**src/ipsvm_pkg.sv**
```systemverilog
// Shared types, widths and constants of the inverse Park / space vector PWM pipeline.
// No dependencies; every design module of the block imports this package, the checker does not.
package ipsvm_pkg;

  localparam int unsigned ANG_W = 16;   // turn fraction
  localparam int unsigned VOLT_W = 16;  // Q1.15 voltage command
  localparam int unsigned TRIG_W = 17;  // signed Q15 sine/cosine, peak 32768
  localparam int unsigned PROD_W = 33;  // voltage x trig product
  localparam int unsigned AB_W = 34;    // alpha/beta in Q30
  localparam int unsigned M_W = 52;     // projections in Q46
  localparam int unsigned T_W = 54;     // twice duty in Q46
  localparam int unsigned Q_W = 32;     // clamped twice duty >> 16

  localparam logic signed [17:0] SQ3_2_Q16 = 18'sd56756;
  localparam logic signed [T_W-1:0] ONE_Q46 = T_W'(64'sd1 <<< 46);
  localparam logic signed [T_W-1:0] TWO_Q46 = T_W'(64'sd1 <<< 47);
  localparam logic [ANG_W-1:0] QUARTER_TURN = 16'd16384;

  // sector codes
  localparam logic [2:0] SECTOR_ZERO = 3'd0;
  localparam logic [2:0] SECTOR_1 = 3'd1;
  localparam logic [2:0] SECTOR_2 = 3'd2;
  localparam logic [2:0] SECTOR_3 = 3'd3;
  localparam logic [2:0] SECTOR_4 = 3'd4;
  localparam logic [2:0] SECTOR_5 = 3'd5;
  localparam logic [2:0] SECTOR_6 = 3'd6;

  // projection sign patterns {mk >= 0, mj >= 0, mi >= 0}
  localparam logic [2:0] PAT_S6 = 3'd1;
  localparam logic [2:0] PAT_S2 = 3'd2;
  localparam logic [2:0] PAT_S1 = 3'd3;
  localparam logic [2:0] PAT_S4 = 3'd4;
  localparam logic [2:0] PAT_S5 = 3'd5;
  localparam logic [2:0] PAT_S3 = 3'd6;

  typedef struct packed {
    logic [ANG_W-1:0] turn_phase;
    logic signed [VOLT_W-1:0] volt_d;
    logic signed [VOLT_W-1:0] volt_q;
  } cmd_t;

  typedef struct packed {
    logic signed [TRIG_W-1:0] sin_v;
    logic signed [TRIG_W-1:0] cos_v;
    logic signed [VOLT_W-1:0] volt_d;
    logic signed [VOLT_W-1:0] volt_q;
  } trig_t;

  typedef struct packed {
    logic signed [AB_W-1:0] v_alpha;
    logic signed [AB_W-1:0] v_beta;
  } ab_t;

  typedef struct packed {
    logic [2:0] sector;
    logic signed [M_W-1:0] t1;
    logic signed [M_W-1:0] t2;
  } times_t;

  // Clamp twice the duty to 0..2^47 and drop the low 16 bits.
  function automatic logic [Q_W-1:0] clamp_q(input logic signed [T_W-1:0] x);
    logic [Q_W-1:0] res;
    if (x < 0) begin
      res = '0;
    end else if (x > TWO_Q46) begin
      res = TWO_Q46[16 +: Q_W];
    end else begin
      res = x[16 +: Q_W];
    end
    return res;
  endfunction

endpackage

```
**src/ipsvm_rot.sv**
```systemverilog
// Inverse Park rotation: products in one stage, alpha/beta sums in the next.
// Depends on ipsvm_pkg.
module ipsvm_rot (
  input  logic             clk,
  input  logic             rst_n,
  input  logic             in_valid,
  output logic             in_ready,
  input  ipsvm_pkg::trig_t in_data,
  output logic             out_valid,
  input  logic             out_ready,
  output ipsvm_pkg::ab_t   out_data
);
  import ipsvm_pkg::*;

  logic v1_r, v2_r;
  logic en1, en2;
  logic signed [PROD_W-1:0] pdc_r, pqs_r, pds_r, pqc_r;
  logic signed [PROD_W-1:0] pdc_nxt, pqs_nxt, pds_nxt, pqc_nxt;
  ab_t ab_r, ab_nxt;

  assign en2 = !v2_r || out_ready;
  assign en1 = !v1_r || en2;
  assign in_ready = en1;
  assign out_valid = v2_r;
  assign out_data = ab_r;

  always_comb begin
    pdc_nxt = PROD_W'(in_data.volt_d) * PROD_W'(in_data.cos_v);
    pqs_nxt = PROD_W'(in_data.volt_q) * PROD_W'(in_data.sin_v);
    pds_nxt = PROD_W'(in_data.volt_d) * PROD_W'(in_data.sin_v);
    pqc_nxt = PROD_W'(in_data.volt_q) * PROD_W'(in_data.cos_v);
    ab_nxt.v_alpha = AB_W'(pdc_r) - AB_W'(pqs_r);
    ab_nxt.v_beta = AB_W'(pds_r) + AB_W'(pqc_r);
  end

  always_ff @(posedge clk) begin
    if (!rst_n) begin
      v1_r <= 1'b0;
      v2_r <= 1'b0;
    end else begin
      if (en1) v1_r <= in_valid;
      if (en2) v2_r <= v1_r;
    end
  end

  always_ff @(posedge clk) begin
    if (en1) begin
      pdc_r <= pdc_nxt;
      pqs_r <= pqs_nxt;
      pds_r <= pds_nxt;
      pqc_r <= pqc_nxt;
    end
    if (en2) begin
      ab_r <= ab_nxt;
    end
  end

endmodule

```
**config.mk**
```make
export PLATFORM = sky130hd
export DESIGN_NAME = ipsvm_rot
export DESIGN_NICKNAME = d
export VERILOG_FILES = /design/src/ipsvm_pkg.sv /design/src/ipsvm_rot.sv
export SDC_FILE = /design/constraint.sdc
export NUM_CORES = 2
export LEC_CHECK = 0
export ABC_AREA = 1
export BUFFER_PORTS_ARGS = -buffer_cell sky130_fd_sc_hd__buf_2
export CAP_MARGIN = 20
export CORE_MARGIN = 2
export CORE_UTILIZATION = 50
export CTS_CLUSTER_SIZE = 40
export DETAILED_ROUTE_END_ITERATION = 10
export PLACE_DENSITY = 0.66
export SLEW_MARGIN = 40
export SYNTH_ARGS = -nofsm -noshare
export SYNTH_HDL_FRONTEND = slang
export SYNTH_SLANG_ARGS = --single-unit
```
**constraint.sdc**
```tcl
create_clock -name clk -period 14.03 [get_ports clk]
set_clock_uncertainty 0.15 [all_clocks]
set_input_delay 0.7015 -clock clk [delete_from_list [all_inputs] [get_ports clk]]
set_output_delay 0.7015 -clock clk [all_outputs]
set_load 0.03 [all_outputs]
```
==> impl_metrics.json <==
{
  "grt_max_degree": 70,
  "whs_path_depth": 3,
  "finalInstanceArea_mm2": 0.05873,
  "regToRegEndpoint": "out_data[31]",
  "synth_seq_cells": 202,
  "synth_area_leader_cell": "fa_1",
  "end_kind": "flip-flop",
  "preCtsSetupSlack_ps": 7023,
  "rrSetupSlack_ps": 11450,
  "synth.avg_cell_area_um2": 7.696,
  "groute.usage.overall": 0.2707,
  "htree_levels": 1,
  "rr_startpoint": "pqc_r[17]",
  "hold-path-endpoint": "out_valid",
  "outcome": "finished, final reports clean",
  "rsz0062_at_grt": "false",
  "wl_mm": 150.4,
  "tightestPinTransition_ps": 906.5,
  "worstRegToRegCells": 9,
  "path_clk_slew_ps": 60,
  "cts.sinks": 202,
  "synthTopCellsByArea": "fa_1 (40%), inv_1 (15%), nand2_1 (14%)",
  "syn_to_final_growth_pct": 5.178,
  "cp_max_fo": 34,
  "die_y_um": 338.2,
  "vias_per_cell": 5.054,
  "remaining_drc_errors": 0,
  "cts_resized": 0,
  "ys_seq_area_frac": 0.1083,
  "cts_buffer_depth": 3,
  "top_level_ports": 140,
  "required_ps": 14190,
  "hold_viol_final": 0,
  "fp-row-count": 122,
  "fin_crit_ps": 6519,
  "numCtsBuffers": 26,
  "max_cap_violations": 0,
  "drtPass1Iterations": 8,
  "core_mm2": 0.1107,
  "stdcell_count": 8727,
  "grt_pass1_wl_mm": 246.8,
  "first_iter_violations": 3127,
  "place_area_mm2": 0.05778,
  "ant_nets": 0,
  "fill_cells": 10780,
  "fmax_ghz": 0.1534,
  "syn_nets": 8834,
  "grt_pass1_vias": 45740,
  "cts-hold-fix-buffers": 0,
  "critPathKind": "in2reg",
  "overflow": 0,
  "netlist.area_leader.share": 0.3965,
  "syn_area_mm2": 0.05584,
  "start_util": 0.5046,
  "dpl.hpwl_mm": 124.0,
  "antenna_found_initial": 2,
  "design.die.area_mm2": 0.1144,
  "synth.distinct_cells": 35,
  "wl_per_cell_um": 17.24,
  "postCtsSetupBuffers": 0,
  "setup_viol": 0,
  "place.gp.congestion": 0.9757,
  "drive_gt1_frac": 0.03813,
  "cp.arrival_ps": 6680,
  "hold_path.startpoint": "rst_n",
  "synth_cells": 7256,
  "portBuffers": 139,
  "vias": 44110,
  "fin_crit_sh": 0.4646,
  "finalNetCount": 8799,
  "cts_tree": "built",
  "dp_cells": 8680,
  "fin_setup_tns_ps": 0,
  "n_antenna_cell": 0,
  "root_buffer": "clkbuf_16",
  "finalWorstSetupSlack_ps": 7511,
  "worstSkewPairLatency_ps": 570,
  "hp-class": "in2reg",
  "slew_violations": 0,
  "yosysWarningCount": 0,
  "slew-limit-headroom": 0.3957,
  "die_w_um": 338.2,
  "crit_path_start_kind": "input port"
}
[Yosys cell counts]
| master | count |
|---|---|
| o21ai_2 | 2 |
| or2_2 | 1 |
| nor2_2 | 16 |
| clkbuf_1 | 219 |
| nor3b_2 | 1 |
| nand2_2 | 25 |
| nand2_1 | 2065 |
| buf_1 | 7 |
| ha_1 | 402 |
| and2_1 | 1 |
| nand3_2 | 3 |
| buf_2 | 2 |
| a21o_1 | 8 |
| dfxtp_1 | 2 |
| nor3_4 | 1 |
| o21a_1 | 1 |
| a21oi_2 | 4 |
| edfxtp_1 | 200 |
| nor2_1 | 278 |
| a21oi_1 | 185 |
| o21ai_1 | 3 |
| inv_1 | 2187 |
| o21ai_0 | 75 |
| nand4_1 | 70 |
| clkinv_1 | 2 |
| nand3b_1 | 12 |
| o21bai_1 | 34 |
| fa_1 | 1106 |
| inv_2 | 4 |
| xor2_1 | 94 |
| or2_1 | 4 |
| xnor2_1 | 20 |
| nand3_1 | 173 |
| nor3_2 | 11 |
| nor3_1 | 38 |
[flip-flops by register name, indices dropped and copies added (netlist names)]
register,count
v1_r,1
out_valid,1
pqc_r,33
out_data,68
pqs_r,33
pdc_r,33
pds_r,33
[placed cells by master (no fill, tap or decap), types with 3 or more instances in the layout]
cell,count
buf_4,37
inv_2,4
bufinv_16,5
xnor2_1,20
a21oi_2,4
or2_1,4
fa_1,1106
inv_1,2187
a21oi_1,185
nand2_2,25
nand3b_1,12
edfxtp_1,200
nor3_1,38
nor2_2,16
nor3_2,11
o21ai_1,3
buf_6,3
nor2_1,278
clkinv_2,4
nand3_1,172
xor2_1,94
nand4_1,70
clkbuf_16,27
nand2_1,2064
nand3_2,3
a21o_1,8
ha_1,402
clkinv_1,5
buf_2,124
o21bai_1,34
o21ai_0,75
[per-stage QoR]
| stage | hold slack [ps] | util |
|---|---|---|
| CTS | 192.6 | 0.5303 |
| floorplan | 276.7 | - |
| global placement | 320.0 | 0.5218 |
| global route | 217.6 | 0.5307 |
| detailed placement | 332.6 | 0.5221 |
| finish | 223.6 | 0.5307 |
[routing by layer]
layer | share of wire | up-vias | track usage
met5 | 0 | - | 0
met4 | 0.015 | 0 | 0.04911
met3 | 0.069 | 150 | 0.02813
met2 | 0.47 | 1357 | 0.4479
met1 | 0.44 | 21920 | 0.3896
li1 | - | 20690 | -
[kinds of logic (layout without fill, tap and decap cells)]
family | Yosys count | after routing | synth area share
AND/OR/NAND/NOR | 2699 | 2699 | 0.1942
buffers and inverters | 2421 | 2404 | 0.1628
XOR/XNOR | 114 | 114 | 0.01788
AO/OA/AOI/OAI | 312 | 312 | 0.03029
adder cells (fa/ha/maj) | 1508 | 1508 | 0.4866
flip-flops | 202 | 202 | 0.1083
[worst max-delay path by stage]
stage,end,slack [ps],start,depth (start not counted)
after floorplan,pqs_r[24],7920,in_data[3],19
after global placement,pqc_r[16],7000,in_data[7],21
after detailed placement,pqc_r[29],7020,in_data[48],19
after CTS,pqc_r[29],7620,in_data[48],19
after global routing,pqc_r[29],7210,in_data[48],19
final,pqc_r[29],7510,in_data[1],18
[layout make-up]
cell class	count	area, um^2	area share
tap	1488	1862	0.03170
timing repair buffer	165	959.7	0.01634
sequential	202	6046	0.1029
clock buffer	29	683.2	0.01163
multi-input combinational	4633	40720	0.6934
clock inverter	17	225.2	0.003835
inverter	2193	8232	0.1402
[critical path: stages]
cell and delay (ps):
buf_2 80, buf_4 440, nand2_1 190, inv_1 190
fa_1 570, fa_1 910, fa_1 530, fa_1 520
fa_1 490, inv_1 50, fa_1 470, inv_1 40
ha_1 400, nand2_1 150, o21ai_0 450, a21oi_1 210
nand4_1 140, nand2_1 70
Power is left out: the tool's default activity adds up to more than one toggle a clock period on the data nets, which glitch-free logic cannot reach.
