==> src/ipsvm_pkg.sv <==
// Shared types, widths and constants of the inverse Park / space vector PWM pipeline.
// No dependencies; every design module of the block imports this package, the checker does not.
package ipsvm_pkg;

  localparam int unsigned ANG_W = 16;   // turn fraction
  localparam int unsigned VOLT_W = 16;  // Q1.15 voltage command
  localparam int unsigned TRIG_W = 17;  // signed Q15 sine/cosine, peak 32768
  localparam int unsigned PROD_W = 33;  // voltage x trig product
  localparam int unsigned AB_W = 34;    // alpha/beta in Q30
  localparam int unsigned M_W = 52;     // projections in Q46
  localparam int unsigned T_W = 54;     // twice duty in Q46
  localparam int unsigned Q_W = 32;     // clamped twice duty >> 16

  localparam logic signed [17:0] SQ3_2_Q16 = 18'sd56756;
  localparam logic signed [T_W-1:0] ONE_Q46 = T_W'(64'sd1 <<< 46);
  localparam logic signed [T_W-1:0] TWO_Q46 = T_W'(64'sd1 <<< 47);
  localparam logic [ANG_W-1:0] QUARTER_TURN = 16'd16384;

  // sector codes
  localparam logic [2:0] SECTOR_ZERO = 3'd0;
  localparam logic [2:0] SECTOR_1 = 3'd1;
  localparam logic [2:0] SECTOR_2 = 3'd2;
  localparam logic [2:0] SECTOR_3 = 3'd3;
  localparam logic [2:0] SECTOR_4 = 3'd4;
  localparam logic [2:0] SECTOR_5 = 3'd5;
  localparam logic [2:0] SECTOR_6 = 3'd6;

  // projection sign patterns {mk >= 0, mj >= 0, mi >= 0}
  localparam logic [2:0] PAT_S6 = 3'd1;
  localparam logic [2:0] PAT_S2 = 3'd2;
  localparam logic [2:0] PAT_S1 = 3'd3;
  localparam logic [2:0] PAT_S4 = 3'd4;
  localparam logic [2:0] PAT_S5 = 3'd5;
  localparam logic [2:0] PAT_S3 = 3'd6;

  typedef struct packed {
    logic [ANG_W-1:0] turn_phase;
    logic signed [VOLT_W-1:0] volt_d;
    logic signed [VOLT_W-1:0] volt_q;
  } cmd_t;

  typedef struct packed {
    logic signed [TRIG_W-1:0] sin_v;
    logic signed [TRIG_W-1:0] cos_v;
    logic signed [VOLT_W-1:0] volt_d;
    logic signed [VOLT_W-1:0] volt_q;
  } trig_t;

  typedef struct packed {
    logic signed [AB_W-1:0] v_alpha;
    logic signed [AB_W-1:0] v_beta;
  } ab_t;

  typedef struct packed {
    logic [2:0] sector;
    logic signed [M_W-1:0] t1;
    logic signed [M_W-1:0] t2;
  } times_t;

  // Clamp twice the duty to 0..2^47 and drop the low 16 bits.
  function automatic logic [Q_W-1:0] clamp_q(input logic signed [T_W-1:0] x);
    logic [Q_W-1:0] res;
    if (x < 0) begin
      res = '0;
    end else if (x > TWO_Q46) begin
      res = TWO_Q46[16 +: Q_W];
    end else begin
      res = x[16 +: Q_W];
    end
    return res;
  endfunction

endpackage

==> src/ipsvm_proj.sv <==
// Sector projections, sector decode and active times T1/T2 over three stages.
// Depends on ipsvm_pkg.
module ipsvm_proj (
  input  logic              clk,
  input  logic              rst_n,
  input  logic              in_valid,
  output logic              in_ready,
  input  ipsvm_pkg::ab_t    in_data,
  output logic              out_valid,
  input  logic              out_ready,
  output ipsvm_pkg::times_t out_data
);
  import ipsvm_pkg::*;

  logic v1_r, v2_r, v3_r;
  logic en1, en2, en3;
  logic signed [M_W-1:0] pa_r, pa_nxt;
  logic signed [AB_W-1:0] vb_r;
  logic signed [M_W-1:0] mi_r, mj_r, mk_r;
  logic signed [M_W-1:0] mi_nxt, mj_nxt, mk_nxt;
  logic signed [M_W-1:0] vb_ext;
  logic [2:0] pat;
  times_t tt_r, tt_nxt;

  assign en3 = !v3_r || out_ready;
  assign en2 = !v2_r || en3;
  assign en1 = !v1_r || en2;
  assign in_ready = en1;
  assign out_valid = v3_r;
  assign out_data = tt_r;

  always_comb begin
    pa_nxt = M_W'(in_data.v_alpha) * M_W'(SQ3_2_Q16);
    vb_ext = M_W'(vb_r);
    mi_nxt = pa_r - (vb_ext <<< 15);
    mj_nxt = vb_ext <<< 16;
    mk_nxt = -pa_r - (vb_ext <<< 15);
  end

  always_comb begin
    pat = {~mk_r[M_W-1], ~mj_r[M_W-1], ~mi_r[M_W-1]};
    tt_nxt.sector = SECTOR_ZERO;
    tt_nxt.t1 = '0;
    tt_nxt.t2 = '0;
    unique case (pat)
      PAT_S6: begin
        tt_nxt.sector = SECTOR_6; tt_nxt.t1 = -mj_r; tt_nxt.t2 = -mk_r;
      end
      PAT_S2: begin
        tt_nxt.sector = SECTOR_2; tt_nxt.t1 = -mk_r; tt_nxt.t2 = -mi_r;
      end
      PAT_S1: begin
        tt_nxt.sector = SECTOR_1; tt_nxt.t1 = mi_r; tt_nxt.t2 = mj_r;
      end
      PAT_S4: begin
        tt_nxt.sector = SECTOR_4; tt_nxt.t1 = -mi_r; tt_nxt.t2 = -mj_r;
      end
      PAT_S5: begin
        tt_nxt.sector = SECTOR_5; tt_nxt.t1 = mk_r; tt_nxt.t2 = mi_r;
      end
      PAT_S3: begin
        tt_nxt.sector = SECTOR_3; tt_nxt.t1 = mj_r; tt_nxt.t2 = mk_r;
      end
      // zero vector, and the impossible all-negative pattern
      default: begin
        tt_nxt.sector = SECTOR_ZERO;
      end
    endcase
  end

  always_ff @(posedge clk) begin
    if (!rst_n) begin
      v1_r <= 1'b0;
      v2_r <= 1'b0;
      v3_r <= 1'b0;
    end else begin
      if (en1) v1_r <= in_valid;
      if (en2) v2_r <= v1_r;
      if (en3) v3_r <= v2_r;
    end
  end

  always_ff @(posedge clk) begin
    if (en1) begin
      pa_r <= pa_nxt;
      vb_r <= in_data.v_beta;
    end
    if (en2) begin
      mi_r <= mi_nxt;
      mj_r <= mj_nxt;
      mk_r <= mk_nxt;
    end
    if (en3) begin
      tt_r <= tt_nxt;
    end
  end

endmodule

==> config.mk <==
export PLATFORM = sky130hd
export DESIGN_NAME = ipsvm_proj
export DESIGN_NICKNAME = d
export VERILOG_FILES = /design/src/ipsvm_pkg.sv /design/src/ipsvm_proj.sv
export SDC_FILE = /design/constraint.sdc
export NUM_CORES = 1
export LEC_CHECK = 0
export ABC_AREA = 1
export BUFFER_PORTS_ARGS = -buffer_cell sky130_fd_sc_hd__buf_2
export CAP_MARGIN = 20
export CORE_MARGIN = 2
export CORE_UTILIZATION = 60
export CTS_CLUSTER_SIZE = 24
export DETAILED_ROUTE_END_ITERATION = 12
export PLACE_DENSITY = 0.86
export SLEW_MARGIN = 10
export SYNTH_ARGS = -nofsm -noshare
export SYNTH_HDL_FRONTEND = slang
export SYNTH_SLANG_ARGS = --single-unit
==> constraint.sdc <==
create_clock -name clk -period 9.2 [get_ports clk]
set_clock_uncertainty 0.1 [all_clocks]
set_input_delay 1.84 -clock clk [delete_from_list [all_inputs] [get_ports clk]]
set_output_delay 1.84 -clock clk [all_outputs]
set_load 0.02 [all_outputs]
==> metrics.txt <==
# TYPE chip_impl_metric gauge
chip_impl_info{name="outcome",value="complete, no violations"} 1
chip_impl_metric{name="post_synth_instance_area",unit="um2"} 36200
chip_impl_metric{name="cts.path.max_buffers",unit=""} 3
chip_impl_metric{name="timing.setup.tns",unit="ns"} 0
chip_impl_info{name="synth_flop_cell",value="sky130_fd_sc_hd__edfxtp_1"} 1
chip_impl_metric{name="initial_antenna_violation_count",unit=""} 2
chip_impl_info{name="regToRegEndpoint",value="out_data[26]$_SDFFCE_PN0P_"} 1
chip_impl_metric{name="first_global_vias",unit=""} 33400
chip_impl_info{name="timing.critical_path.max_delay_family",value="adder cells"} 1
chip_impl_metric{name="drt_iter0_drc",unit=""} 3335
chip_impl_metric{name="layout_worst_path_cycle_share",unit="%"} 74.4
chip_impl_info{name="hp-class",value="flip-flop to flip-flop"} 1
chip_impl_metric{name="post_cts_buffers",unit=""} 0
chip_impl_metric{name="worst-path-buf-inv",unit=""} 6
chip_impl_metric{name="synth-warning-count",unit=""} 0
chip_impl_info{name="cts.root.buffer_cell",value="sky130_fd_sc_hd__clkbuf_16"} 1
chip_impl_metric{name="port_buffers",unit=""} 176
chip_impl_metric{name="setup_viol_count_final",unit=""} 0
chip_impl_metric{name="dpl_cell_area",unit="um2"} 37900
chip_impl_metric{name="dp_hpwl",unit="mm"} 103
chip_impl_metric{name="cts_buffers",unit=""} 34
chip_impl_metric{name="detail_route.drc_violations",unit=""} 0
chip_impl_metric{name="worstMarginPinSlew",unit="ns"} 1.19
chip_impl_metric{name="finalCriticalPeriod",unit="ns"} 6.85
chip_impl_info{name="hold_path_end",value="mj_r[32]$_DFFE_PP_"} 1
chip_impl_metric{name="postLayoutSetupSlackWorst",unit="ns"} 2.35
chip_impl_metric{name="synthToLayoutAreaGrowth",unit="%"} 7.90
chip_impl_metric{name="floorplan.core_area",unit="um2"} 59400
chip_impl_metric{name="drv_slew",unit=""} 0
chip_impl_metric{name="final_antenna_net_count",unit=""} 0
chip_impl_metric{name="crit_fanout",unit=""} 16
chip_impl_info{name="yosysMostFrequentCell",value="sky130_fd_sc_hd__nand2_1"} 1
chip_impl_metric{name="achievable-frequency",unit="MHz"} 146
chip_impl_metric{name="aggregate_routed_wire_length",unit="mm"} 123
chip_impl_info{name="path_cells",value="buf_2, ha_1, inv_1, fa_1, inv_1, fa_1, fa_1, inv_1, fa_1, inv_1, fa_1, inv_1, ha_1, nand2_1, nor2_1, nand2_1, nor2_1, nand3_1, nand4_1, nand2_1"} 1
chip_impl_metric{name="required",unit="ns"} 9.40
chip_impl_info{name="unrepaired_setup_endpoints_after_global_routing",value="no"} 1
chip_impl_metric{name="worst_r2r_path_depth",unit=""} 5
chip_impl_metric{name="globalplace.congestion",unit=""} 1.07
chip_impl_metric{name="ios",unit=""} 181
chip_impl_metric{name="global_route.usage.met1",unit="%"} 47.0
chip_impl_metric{name="n_fill_cell",unit=""} 5182
chip_impl_metric{name="holdBufCountCts",unit=""} 0
chip_impl_info{name="launch_point_of_the_worst_reg_to_reg_path",value="mi_r[51]$_DFFE_PP_"} 1
chip_impl_info{name="holdCritStartpoint",value="vb_r[16]$_DFFE_PP_"} 1
chip_impl_info{name="global_route.peak_usage_layer",value="met2"} 1
chip_impl_metric{name="dp_worst_setup_slack",unit="ns"} 1.85
chip_impl_metric{name="largest_stage_delay_on_the_critical_path",unit="ns"} 0.56
chip_impl_metric{name="routed_via_density",unit=""} 5.70
chip_impl_metric{name="synthDominantCellAreaShare",unit="%"} 26.5
chip_impl_metric{name="worst_slew_margin_rel",unit="%"} 20.2
chip_impl_info{name="cp-end-kind",value="flip-flop"} 1
chip_impl_metric{name="postSynthRegisterBits",unit=""} 322
chip_impl_metric{name="dr.pass1.iters",unit=""} 7
chip_impl_metric{name="nets",unit=""} 5646
chip_impl_metric{name="syn-instance-count",unit=""} 4866
chip_impl_metric{name="floorplan.initialDensity",unit="%"} 60.9
chip_impl_metric{name="post-route-util",unit="%"} 65.7
chip_impl_info{name="tritoncts",value="built"} 1
chip_impl_info{name="timing.setup.critical_path_class",value="input pin to flip-flop"} 1
chip_impl_metric{name="width_of_the_die",unit="um"} 249
chip_impl_metric{name="met3_track_demand_over_resource_in_global_routing",unit="%"} 4.80
chip_impl_info{name="synth_area_leader_cell",value="sky130_fd_sc_hd__edfxtp_1"} 1
chip_impl_metric{name="layout.cell_area.non_filler",unit="um2"} 39000
chip_impl_info{name="critPathLaunchType",value="input pin"} 1
chip_impl_metric{name="grt_overflow_total",unit=""} 0
chip_impl_info{name="crit_slowest_cell",value="sky130_fd_sc_hd__fa_1"} 1
chip_impl_metric{name="synth_edf_count",unit=""} 319
chip_impl_metric{name="die_area",unit="um2"} 62200
chip_impl_info{name="synth.area.top_cells",value="sky130_fd_sc_hd__edfxtp_1 (26%), sky130_fd_sc_hd__fa_1 (14%), sky130_fd_sc_hd__nand2_1 (13%)"} 1
chip_impl_metric{name="detailroute.via_count",unit=""} 33300
chip_impl_metric{name="detail_route.wl_per_cell",unit="um"} 21.1
chip_impl_metric{name="timing.final.hold_violations",unit=""} 0
chip_impl_metric{name="use_met2",unit="%"} 68.3
chip_impl_metric{name="post_cts.resized_instances",unit=""} 0
chip_impl_metric{name="vertical_extent_of_the_die",unit="um"} 249
chip_impl_info{name="synthTopCellsByCount",value="sky130_fd_sc_hd__nand2_1 (1,228), sky130_fd_sc_hd__inv_1 (1,115), sky130_fd_sc_hd__nor2_1 (410), sky130_fd_sc_hd__nand3_1 (380), sky130_fd_sc_hd__edfxtp_1 (319)"} 1
chip_impl_metric{name="grt_max_degree",unit=""} 85
chip_impl_metric{name="clock_sink_count",unit=""} 322
chip_impl_metric{name="clk_pin_slew_worst_paths",unit="ns"} 0.07
chip_impl_metric{name="hold-path-cell-count",unit=""} 0
chip_impl_metric{name="synthesis.area_per_instance",unit="um2"} 7.43
chip_impl_metric{name="track_usage",unit="%"} 39.5
chip_impl_metric{name="core.rowCount",unit=""} 89
chip_impl_metric{name="crit_arrival",unit="ns"} 7.05
chip_impl_metric{name="synth-async-reset-ratio",unit="%"} 0
chip_impl_metric{name="setup.reg_to_reg.worst_slack",unit="ns"} 5.77
chip_impl_metric{name="clk_latency",unit="ns"} 0.58
chip_impl_metric{name="synth.yosys.seq_area_share",unit="%"} 26.7
chip_impl_metric{name="htree_levels",unit=""} 2
chip_impl_metric{name="grt_first_pass_wirelength",unit="mm"} 186
chip_impl_metric{name="final_layout_size_suffix_gt1_share",unit="%"} 6.68
chip_impl_metric{name="cap_viol_max_count",unit=""} 0
chip_impl_metric{name="yosysUniqueCellTypes",unit=""} 52
chip_impl_metric{name="antenna_cells_inserted",unit=""} 0
==> worst reg2reg max path, stage by stage (launching register included) <==
cell	delay [ns]
sky130_fd_sc_hd__edfxtp_1	0.57
sky130_fd_sc_hd__nor2_1	0.10
sky130_fd_sc_hd__nand2_2	0.61
sky130_fd_sc_hd__clkinv_1	1.00
sky130_fd_sc_hd__a221oi_1	0.52
sky130_fd_sc_hd__nand4_1	0.25
==> final cells by class <==
class                      instances  area, um2  share of cell area, %
multi-input combinational       3352      22000                   56.4
clock inverter                    18        258                  0.661
tap                              773        967                   2.48
timing repair buffer             188        971                   2.49
sequential                       322       9640                   24.7
inverter                        1139       4280                   11.0
clock buffer                      41        898                   2.30
==> state kept, by name (all words and copies together) (netlist names) <==
register	count
out_data	103
mk_r	50
mi_r	49
pa_r	49
mj_r	34
vb_r	34
out_valid	1
v1_r	1
v2_r	1
==> worst max path at each step <==
stage | from | end | cells after the start
3_5_place_dp | in_data[67] | pa_r[48]$_DFFE_PP_ | 20
5_1_grt | in_data[67] | pa_r[50]$_DFFE_PP_ | 22
2_1_floorplan | out_ready | in_ready | 4
4_1_cts | in_data[67] | pa_r[48]$_DFFE_PP_ | 20
6_report | in_data[67] | pa_r[48]$_DFFE_PP_ | 20
3_3_place_gp | in_data[67] | pa_r[48]$_DFFE_PP_ | 20
==> cell usage in the layout, fill, tap and decap left out, drive strengths merged, types with 12 or more instances in the layout <==
| master | netlist | routed |
|---|---|---|
| a21oi | 177 | 177 |
| inv | 1136 | 1137 |
| nor2 | 449 | 449 |
| nand3b | 41 | 41 |
| nand2 | 1239 | 1239 |
| nand3 | 389 | 389 |
| o21bai | 18 | 18 |
| xnor2 | 26 | 26 |
| clkinv | 3 | 12 |
| o21ai | 102 | 102 |
| edfxtp | 319 | 319 |
| o22ai | 74 | 74 |
| nor3 | 41 | 41 |
| clkbuf | 15 | 41 |
| buf | 41 | 188 |
| fa | 251 | 251 |
| nand4 | 60 | 60 |
| xor2 | 130 | 130 |
| ha | 286 | 286 |
==> cells by family (layout without fill, tap and decap cells) <==
group,after synthesis,in the layout,synth area share [%]
flops,322,322,26.7
simple gates,2243,2243,26.7
xor+xnor,156,156,3.84
fa+ha+maj,537,537,23.8
compound gates,412,412,6.42
buf+inv,1195,1386,12.6
other cells,1,4,0.0104
==> routing by layer <==
layer / vias to the layer above / wire, um
li1: 15600 / -
met1: 15500 / 44800
met2: 1768 / 58600
met3: 444 / 10200
met4: 2 / 9220
met5: - / 16
==> through the flow <==
stage                     instances  hold slack [ns]
after floorplan                4869            0.326
after global placement         5774            0.334
after detailed placement       5774            0.335
after CTS                      5833            0.345
after global routing           5833            0.369
final                          5833            0.347
Power is not shown: default switching activity piles up to over one toggle a cycle in this logic, so the estimate is an artifact.
