$ cat src/ipsvm_pkg.sv
// Shared types, widths and constants of the inverse Park / space vector PWM pipeline.
// No dependencies; every design module of the block imports this package, the checker does not.
package ipsvm_pkg;

  localparam int unsigned ANG_W = 16;   // turn fraction
  localparam int unsigned VOLT_W = 16;  // Q1.15 voltage command
  localparam int unsigned TRIG_W = 17;  // signed Q15 sine/cosine, peak 32768
  localparam int unsigned PROD_W = 33;  // voltage x trig product
  localparam int unsigned AB_W = 34;    // alpha/beta in Q30
  localparam int unsigned M_W = 52;     // projections in Q46
  localparam int unsigned T_W = 54;     // twice duty in Q46
  localparam int unsigned Q_W = 32;     // clamped twice duty >> 16

  localparam logic signed [17:0] SQ3_2_Q16 = 18'sd56756;
  localparam logic signed [T_W-1:0] ONE_Q46 = T_W'(64'sd1 <<< 46);
  localparam logic signed [T_W-1:0] TWO_Q46 = T_W'(64'sd1 <<< 47);
  localparam logic [ANG_W-1:0] QUARTER_TURN = 16'd16384;

  // sector codes
  localparam logic [2:0] SECTOR_ZERO = 3'd0;
  localparam logic [2:0] SECTOR_1 = 3'd1;
  localparam logic [2:0] SECTOR_2 = 3'd2;
  localparam logic [2:0] SECTOR_3 = 3'd3;
  localparam logic [2:0] SECTOR_4 = 3'd4;
  localparam logic [2:0] SECTOR_5 = 3'd5;
  localparam logic [2:0] SECTOR_6 = 3'd6;

  // projection sign patterns {mk >= 0, mj >= 0, mi >= 0}
  localparam logic [2:0] PAT_S6 = 3'd1;
  localparam logic [2:0] PAT_S2 = 3'd2;
  localparam logic [2:0] PAT_S1 = 3'd3;
  localparam logic [2:0] PAT_S4 = 3'd4;
  localparam logic [2:0] PAT_S5 = 3'd5;
  localparam logic [2:0] PAT_S3 = 3'd6;

  typedef struct packed {
    logic [ANG_W-1:0] turn_phase;
    logic signed [VOLT_W-1:0] volt_d;
    logic signed [VOLT_W-1:0] volt_q;
  } cmd_t;

  typedef struct packed {
    logic signed [TRIG_W-1:0] sin_v;
    logic signed [TRIG_W-1:0] cos_v;
    logic signed [VOLT_W-1:0] volt_d;
    logic signed [VOLT_W-1:0] volt_q;
  } trig_t;

  typedef struct packed {
    logic signed [AB_W-1:0] v_alpha;
    logic signed [AB_W-1:0] v_beta;
  } ab_t;

  typedef struct packed {
    logic [2:0] sector;
    logic signed [M_W-1:0] t1;
    logic signed [M_W-1:0] t2;
  } times_t;

  // Clamp twice the duty to 0..2^47 and drop the low 16 bits.
  function automatic logic [Q_W-1:0] clamp_q(input logic signed [T_W-1:0] x);
    logic [Q_W-1:0] res;
    if (x < 0) begin
      res = '0;
    end else if (x > TWO_Q46) begin
      res = TWO_Q46[16 +: Q_W];
    end else begin
      res = x[16 +: Q_W];
    end
    return res;
  endfunction

endpackage

$ cat src/ipsvm_trig.sv
// Sine/cosine stage: parabolic approximation of one turn, one register stage.
// Depends on ipsvm_pkg.
module ipsvm_trig (
  input  logic            clk,
  input  logic            rst_n,
  input  logic            in_valid,
  output logic            in_ready,
  input  ipsvm_pkg::cmd_t in_data,
  output logic            out_valid,
  input  logic            out_ready,
  output ipsvm_pkg::trig_t out_data
);
  import ipsvm_pkg::*;

  logic   v_r;
  logic   en;
  trig_t  data_r, data_nxt;
  logic [ANG_W-1:0] cos_ph;
  logic [14:0] u_s, u_c;
  logic [30:0] prod_s, prod_c;
  logic [15:0] mag_s, mag_c;

  assign en = !v_r || out_ready;
  assign in_ready = en;
  assign out_valid = v_r;
  assign out_data = data_r;

  always_comb begin
    cos_ph = in_data.turn_phase + QUARTER_TURN;
    u_s = in_data.turn_phase[14:0];
    u_c = cos_ph[14:0];
    prod_s = 31'(u_s) * (16'd32768 - 16'(u_s));
    prod_c = 31'(u_c) * (16'd32768 - 16'(u_c));
    mag_s = prod_s[28:13];
    mag_c = prod_c[28:13];
    data_nxt.sin_v = in_data.turn_phase[15] ? -$signed({1'b0, mag_s}) : $signed({1'b0, mag_s});
    data_nxt.cos_v = cos_ph[15] ? -$signed({1'b0, mag_c}) : $signed({1'b0, mag_c});
    data_nxt.volt_d = in_data.volt_d;
    data_nxt.volt_q = in_data.volt_q;
  end

  always_ff @(posedge clk) begin
    if (!rst_n) begin
      v_r <= 1'b0;
    end else if (en) begin
      v_r <= in_valid;
    end
  end

  always_ff @(posedge clk) begin
    if (en) begin
      data_r <= data_nxt;
    end
  end

endmodule

$ cat config.mk
export PLATFORM = sky130hd
export DESIGN_NAME = ipsvm_trig
export DESIGN_NICKNAME = d
export VERILOG_FILES = /design/src/ipsvm_pkg.sv /design/src/ipsvm_trig.sv
export SDC_FILE = /design/constraint.sdc
export NUM_CORES = 1
export LEC_CHECK = 0
export BUFFER_PORTS_ARGS = -buffer_cell sky130_fd_sc_hd__buf_2
export CORE_MARGIN = 2
export CORE_UTILIZATION = 49
export CTS_BUF_LIST = sky130_fd_sc_hd__clkbuf_4
export CTS_CLUSTER_DIAMETER = 200
export CTS_CLUSTER_SIZE = 14
export DETAILED_ROUTE_END_ITERATION = 7
export PLACE_DENSITY = 0.77
export RECOVER_POWER = 100
export SYNTH_ARGS = -nofsm -noshare
export SYNTH_HDL_FRONTEND = slang
export SYNTH_SLANG_ARGS = --single-unit
$ cat constraint.sdc
create_clock -name clk -period 15.4 [get_ports clk]
set_input_delay 1.54 -clock clk [delete_from_list [all_inputs] [get_ports clk]]
set_output_delay 1.54 -clock clk [all_outputs]
set_load 0.05 [all_outputs]
==> key figures, run 1 <==
Yosys
  • Synth Register Bits: 66
  • Number of synthesized flops with an enable pin: 65
  • Seq/Total Area, Yosys: 0.1357
  • Avg Cell Area, Syn: ~9.8 um^2
  • FFs w/ async S/R, synth: 0
  • Ys Warns: 0
  • Post-synth top area cell: fa_1
  • Top area cells in the synthesized netlist: fa_1, ha_1, edfxtp_1
  • Top cell type's share of synthesized area: 0.3432
  • Yosys cell types: 77
  • Synth top cells by count: inv_1, fa_1, ha_1
  • Area of the mapped netlist: 14530 um^2
  • Count leader, synth: inv_1
  • Most used DFF post-synth: edfxtp_1
  • Syn Inst Count: 1487

Timing
  • Max-slew headroom: -0.1688
  • Tmin final: about 11 ns
  • Fmax: 0.09327 GHz
  • Worst Clk Skew: roughly 0.019 ns
  • Fin Setup TNS: 0 ns
  • Measured slew at the worst slew-check pin: 1.753 ns
  • Crit share post-route: 0.6962
  • Final Setup Violations: 0
  • RSZ-0062 raised after global routing: false
  • Fin. Hold Viols: 0
  • Final Max Slew Viols: 69

GRT
  • Total grt overflow: 0
  • Met1 usage: 0.2979
  • First-pass GRT wire length: 57280 um
  • Grt met3 use: 0.05340
  • Total GRT Usage: 0.2367
  • Vias in the first global route: 11270
  • Pin count of the biggest net entering global routing: 35
  • Initial antenna violation count: 1
  • GRT busiest layer: met2
  • Grt met2 use: 0.4078

CTS
  • Post-CTS sizing: 0
  • Hold buffer count at CTS: 0
  • CTS Root Cell: clkbuf_4
  • CTS tree: yes
  • Worst-skew pair later-pin latency: around 0.41 ns
  • H-tree depth: 3
  • Clock Tree Buf Depth: 2
  • Worst-path clk slew: 0.12 ns
  • Total CTS buffers: 9
  • Setup bufs post-CTS: 0
  • Clock Sinks: 66

Critical path
  • CP max stage cell: clkbuf_1
  • Crit-path max FO: 26
  • Crit path DAT: 10.87 ns
  • CP Class: in2reg
  • CP delay by family, top: adder cells
  • Startpoint Class: input pin
  • Critical Path Sink Type: flop
  • Slowest stage delay, CP: roughly 0.75 ns
  • Most common cell type on the critical path: fa_1
  • Required time of the critical path: 15.55 ns
  • Worst Path Buf+Inv: 5

Placed design
  • Gp weighted congestion: ~0.94
  • DP HPWL: 29990 um
  • Port Buffers: roughly 120
  • Dpl cell area: 15530 um^2

Layout
  • Layout cells sized above 1: 0.04991
  • Fin area: around 16000 um^2
  • Area delta synth->final: 7.097%
  • Layout Nets: roughly 2100

Routing
  • Via density: about 5.3
  • Pre-Repair DR Iteration Count: 5
  • Post-Route WL: between 30000 and 40000 um
  • Number of remaining DRC errors: 0
  • WL per Instance: about 18 um
  • Vias: between 10000 and 15000
  • ANT nets after route: 0
  • DR iter-0 viols: 708

Floorplan
  • # IOs: 120
  • Core area: 29400 um^2
  • Die Width: 176.2 um
  • Rows: 63
  • Die Ht: 176.2 um
  • Die area: around 31000 um^2
  • Initial core utilization: 0.4941

Min path
  • Worst Hold Class: in2reg

Run status
  • Failing checks: max-capacitance violations, max-slew violations
  • Status: complete, but fails checks

Flow run
  • Maxcap violations: 2
==> path summary, 6_finish.rpt <==
| kind | startpoint | end | slack (ns) | cells past startpoint |
|---|---|---|---|---|
| worst max-delay path | in_data[32] | out_data[46]$_DFFE_PP_ | 4.68 | 28 |
| worst max register to register | out_valid$_SDFFE_PN0P_ | out_data[37]$_DFFE_PP_ | 11.83 | 3 |
| worst min-delay path | in_data[21] | out_data[21]$_DFFE_PP_ | 1.29 | 1 |
| worst min register to register | out_valid$_SDFFE_PN0P_ | out_data[62]$_DFFE_PP_ | 1.69 | 2 |
==> through the flow <==
stage               hold slack (ns)    util  setup WS [ns]  cells
floorplan                     1.639       -          6.287   1511
global placement             0.9719  0.5284          5.396   1977
detailed placement           0.9971  0.5284          5.132   1977
CTS                           1.024  0.5340          5.608   1993
global route                  1.244  0.5290          4.077   1993
finish                        1.293  0.5291          4.679   1994
==> state kept, by name, indices dropped and copies added, names as in the netlist <==
| register | count |
|---|---|
| out_valid | 1 |
| out_data | 65 |
==> cell families after synthesis <==
group | after synthesis | share of synthesized area
buffers and inverters | 367 | 0.09578
other | 2 | 0.0005170
DFF | 66 | 0.1357
adders and majority gates | 429 | 0.4982
xor gates and xnor gates | 73 | 0.04401
AOI/OAI and AO/OA | 157 | 0.07502
and+or+nand+nor | 393 | 0.1507
==> layer usage <==
layer	vias to the layer above	part of all wire
met2	382	0.47
met1	5234	0.41
met4	0	0.027
met3	68	0.085
met5	-	0
li1	4874	-
==> layout make-up <==
type                            count  area [um^2]
Multi-Input combinational cell   1078        11210
Timing Repair Buffer              121        510.5
Clock inverter                      6        90.09
Tap cell                          390        488.0
Inverter                          322         1209
Sequential cell                    66         1972
Clock buffer                       10        75.07
Antenna cell                        1        2.502
Fill cell                        2665        13840
==> cells in the final DEF, fill, tap and decap left out, drive strengths merged, types with 3 or more instances in the layout <==
cell type | synthesis | routed
a21boi | 3 | 3
a21o | 14 | 14
a21oi | 48 | 48
a31oi | 10 | 10
and2 | 28 | 28
and3b | 3 | 3
buf | 5 | 45
clkbuf | 40 | 86
clkinv | 2 | 4
conb | 2 | 26
edfxtp | 65 | 65
fa | 249 | 249
ha | 180 | 180
inv | 320 | 321
nand2 | 56 | 56
nand2b | 107 | 107
nand3 | 10 | 10
nand4 | 7 | 7
nor2 | 70 | 70
nor2b | 63 | 63
nor3 | 19 | 19
nor3b | 4 | 4
nor4 | 8 | 8
o211ai | 3 | 3
o21a | 7 | 7
o21ai | 32 | 32
o21bai | 4 | 4
o22ai | 4 | 4
o31a | 3 | 3
o31ai | 7 | 7
or2 | 5 | 5
or3 | 4 | 4
xnor2 | 46 | 46
xor2 | 27 | 27
Power of run 1 is not shown: default switching activity piles up to over one toggle a cycle in this logic, so the estimate is an artifact.
==> run 2: changes to the inputs <==
Clock period 15.4 ns to 10.4 ns, I/O delays scaled along.
==> key figures, run 2 (synthesized netlist as in run 1, its figures left out) <==
GRT
  • Vias in the first global route: ~11000
  • Initial antenna violation count: 0
  • Total GRT Usage: 0.2343
  • Total grt overflow: 0
  • Pin count of the biggest net entering global routing: 35
  • First-pass GRT wire length: 56850 um

Critical path
  • Crit path DAT: 9.64 ns
  • Most common cell type on the critical path: fa_1
  • CP endpoint: out_data[64]$_DFFE_PP_
  • Startpoint Class: input pin
  • Required time of the critical path: around 11 ns
  • Crit-path max FO: 15
  • Critical Path Sink Type: flop
  • Reg2Reg Depth: 3
  • Worst r2r src: out_valid$_SDFFE_PN0P_
  • Slowest stage delay, CP: 0.65 ns
  • CP max stage cell: nor4_1
  • CP Class: in2reg
  • Worst r2r dst: out_data[33]$_DFFE_PP_
  • R2r setup slk: 6.86 ns
  • Start point of the critical path: in_data[33]

Layout
  • Area delta synth->final: 7.141%
  • Layout cells sized above 1: 0.05289
  • Fill cells: 2664
  • Seq. cell area: 1972 um^2
  • Commonest non-fill, non-tap cell in the layout: inv_1
  • Layout Nets: 2083
  • N_diodes: 0
  • Max reg flops: 65
  • Fin area: approximately 16000 um^2
  • Area of the multi-input gates: between 10000 and 15000 um^2
  • Most frequent cells in the layout: inv_1, fa_1, ha_1, nand2b_1, clkbuf_1

CTS
  • Clock Tree Buf Depth: 2
  • CTS tree: yes
  • H-tree depth: 3
  • Worst-path clk slew: ~0.12 ns
  • Total CTS buffers: 9
  • Post-CTS sizing: 0
  • CTS Root Cell: clkbuf_4
  • Clock Sinks: 66
  • Worst-skew pair later-pin latency: 0.41 ns
  • Setup bufs post-CTS: 0
  • Hold buffer count at CTS: 0

Placed design
  • Place WS: 0.8256 ns
  • DP HPWL: 30130 um
  • Port Buffers: between 100 and 150
  • Dpl cell area: 15560 um^2
  • Gp weighted congestion: ~0.97

Min path
  • Worst Hold Class: in2reg
  • WHS Path Cells: 1

Timing
  • RSZ-0062 raised after global routing: false
  • Final Setup Violations: 0
  • Measured slew at the worst slew-check pin: ~1.7 ns
  • Setup slack after layout: 0.9310 ns
  • Max-slew headroom: -0.1332
  • Worst Clk Skew: between 0.02 and 0.025 ns
  • Crit share post-route: 0.9105
  • Final Max Slew Viols: 69
  • Fin Setup TNS: 0 ns
  • Tmin final: about 9.5 ns
  • Fin. Hold Viols: 0
  • Fmax: between 0.1 and 0.15 GHz

Floorplan
  • Core area: just under 30000 um^2
  • # IOs: 120
  • Die area: a little over 30000 um^2
  • Rows: between 60 and 70
  • Die Ht: 176.2 um
  • Initial core utilization: 0.4941
  • Die Width: roughly 180 um

Routing
  • Pre-Repair DR Iteration Count: 5
  • Vias: between 10000 and 15000
  • Number of remaining DRC errors: 0
  • ANT nets after route: 0
  • Via density: 5.222
  • DR iter-0 viols: between 600 and 700
  • WL per Instance: between 15 and 20 um
  • Post-Route WL: between 30000 and 40000 um

Flow run
  • Maxcap violations: 2

Run status
  • Failing checks: max-capacitance violations, max-slew violations
  • Status: complete, but fails checks
run 2: how the worst min path moves through the flow:
stage	startpoint	slack, ns	endpoint
2_1_floorplan	in_data[0]	1.14	out_data[0]$_DFFE_PP_
3_3_place_gp	out_valid$_SDFFE_PN0P_	0.97	out_data[22]$_DFFE_PP_
3_5_place_dp	out_valid$_SDFFE_PN0P_	0.99	out_data[22]$_DFFE_PP_
4_1_cts	in_data[7]	0.77	out_data[7]$_DFFE_PP_
5_1_grt	in_data[16]	0.76	out_data[16]$_DFFE_PP_
6_report	in_data[10]	0.79	out_data[10]$_DFFE_PP_
run 2: layer usage:
metal	track usage	vias to the layer above	wire length, um
met5	0	-	0
met4	0.05888	0	749
met3	0.04264	57	2781
met2	0.3974	359	16890
met1	0.3118	5142	14810
li1	-	4870	-
run 2: area by class of cell:
| class | instances | area share |
|---|---|---|
| flip-flops and latches | 66 | 0.1267 |
| repair buffers | 125 | 0.03481 |
| multi-input cells | 1078 | 0.7207 |
| clock buffers | 9 | 0.004341 |
| well taps | 390 | 0.03135 |
| inverters | 322 | 0.07766 |
| clock inverters | 7 | 0.004422 |
run 2: worst max-delay path, delay by kind of cell:
| family | cells | cell delay [ns] |
|---|---|---|
| compound gates | 3 | 1.17 |
| fa+ha+maj | 9 | 4.34 |
| xor+xnor | 2 | 0.36 |
| simple gates | 8 | 1.78 |
| buf+inv | 3 | 0.91 |
run 2: per-stage QoR:
step	utilization	hold slack (ns)	cells
6_report	0.5293	0.7929	1997
5_1_grt	0.5293	0.7570	1997
4_1_cts	0.5340	0.7652	1997
3_5_place_dp	0.5294	0.9888	1981
3_3_place_gp	0.5294	0.9676	1981
2_1_floorplan	-	1.139	1511
Power of run 2 is left out for the same reason.
==> run 3: changes to the inputs <==
Settings changed: CTS_BUF_LIST sky130_fd_sc_hd__clkbuf_4 to not set, CTS_CLUSTER_SIZE 14 to not set.
==> key figures, run 3 (synthesized netlist as in run 1, its figures left out) <==
Run status
  • Status: complete, but fails checks
  • Failing checks: max-capacitance violations, max-slew violations

CTS
  • H-tree depth: 3
  • Post-CTS sizing: 0
  • CTS tree: yes
  • Setup bufs post-CTS: 0
  • Worst-skew pair later-pin latency: about 0.32 ns
  • Total CTS buffers: 9
  • CTS Root Cell: clkbuf_16
  • Clock Sinks: between 60 and 70
  • Worst-path clk slew: ~0.06 ns
  • Clock Tree Buf Depth: 2
  • Hold buffer count at CTS: 0

Routing
  • Vias: ~10000
  • Number of remaining DRC errors: 0
  • Via density: 5.240
  • Pre-Repair DR Iteration Count: 5
  • Post-Route WL: 35550 um
  • ANT nets after route: 0
  • DR iter-0 viols: 651
  • WL per Instance: 17.80 um

Critical path
  • Required time of the critical path: between 10 and 15 ns
  • Worst Path Buf+Inv: 3
  • Slowest stage delay, CP: 0.65 ns
  • Start point of the critical path: in_data[33]
  • CP Class: in2reg
  • Crit-path max FO: 15
  • Worst r2r src: out_valid$_SDFFE_PN0P_
  • Startpoint Class: input pin
  • Crit path DAT: between 9 and 10 ns
  • Most common cell type on the critical path: fa_1
  • CP delay by family, top: adder cells
  • CP max stage cell: a31oi_1
  • Critical Path Sink Type: flop

Layout
  • N_diodes: 0
  • Fill cells: 2641
  • Most frequent cells in the layout: inv_1, fa_1, ha_1, nand2b_1, clkbuf_1
  • Area delta synth->final: 8.225%
  • Layout cells sized above 1: 0.05289
  • Layout Nets: roughly 2100
  • Commonest non-fill, non-tap cell in the layout: inv_1
  • Max reg flops: 65

Min path
  • Worst Hold Class: in2reg
  • Hold_sp: in_data[7]

GRT
  • Total grt overflow: 0
  • Pin count of the biggest net entering global routing: 35
  • Total GRT Usage: 0.2359
  • First-pass GRT wire length: 57200 um
  • Vias in the first global route: 11030
  • Initial antenna violation count: 0

Timing
  • RSZ-0062 raised after global routing: false
  • Fmax: roughly 0.10 GHz
  • Tmin final: approximately 9.5 ns
  • Worst Clk Skew: 0.007070 ns
  • Measured slew at the worst slew-check pin: between 1.5 and 2 ns
  • Max-slew headroom: -0.1542
  • Fin. Hold Viols: 0
  • Final Max Slew Viols: between 60 and 70
  • Crit share post-route: 0.9173
  • Final Setup Violations: 0
  • Fin Setup TNS: 0 ns

Placed design
  • DP HPWL: around 30000 um
  • Gp weighted congestion: roughly 0.97
  • Port Buffers: between 100 and 150

Flow run
  • Maxcap violations: 2

Floorplan
  • Core area: 29400 um^2
  • Initial core utilization: 0.4941
  • Die Width: roughly 180 um
  • Die Ht: around 180 um
  • # IOs: 120
  • Rows: between 60 and 70
  • Die area: 31040 um^2
## run 3: cell counts in the layout (fill, tap and decap cells not counted)
No cell type changed its count.
## run 3: stage by stage
step                      worst slack (ns)  instances  instance area, um^2  hold slack (ns)    util
after floorplan                      1.787       1511                14620            1.139       -
after global placement               1.064       1981                15560           0.9676  0.5294
after detailed placement            0.8256       1981                15560           0.9888  0.5294
after CTS                            1.181       1997                15860           0.8745  0.5394
after global routing                0.3784       1997                15720           0.8706  0.5347
final                               0.8604       1997                15720           0.8879  0.5347
## run 3: layout make-up
class	count	area (um^2)	area share
multi-input cells	1078	11220	0.7135
flip-flops and latches	66	1972	0.1254
inverters	322	1209	0.07688
repair buffers	125	541.8	0.03446
well taps	390	488.0	0.03104
clock buffers	9	225.2	0.01433
clock inverters	7	68.82	0.004377
## run 3: routing by layer
layer  track usage  wire (um)
met5             0          0
met4       0.05234        676
met3       0.04070       2612
met2        0.4034      17180
met1        0.3153      15080
## run 3: worst paths after layout
| path | slack, ns | to | cells past startpoint |
|---|---|---|---|
| setup reg to reg | 6.85 | out_data[33]$_DFFE_PP_ | 3 |
| hold reg to reg | 1.60 | out_data[22]$_DFFE_PP_ | 2 |
| setup / recovery | 0.86 | out_data[47]$_DFFE_PP_ | 25 |
| hold / removal | 0.89 | out_data[7]$_DFFE_PP_ | 1 |
Power of run 3 is left out for the same reason.
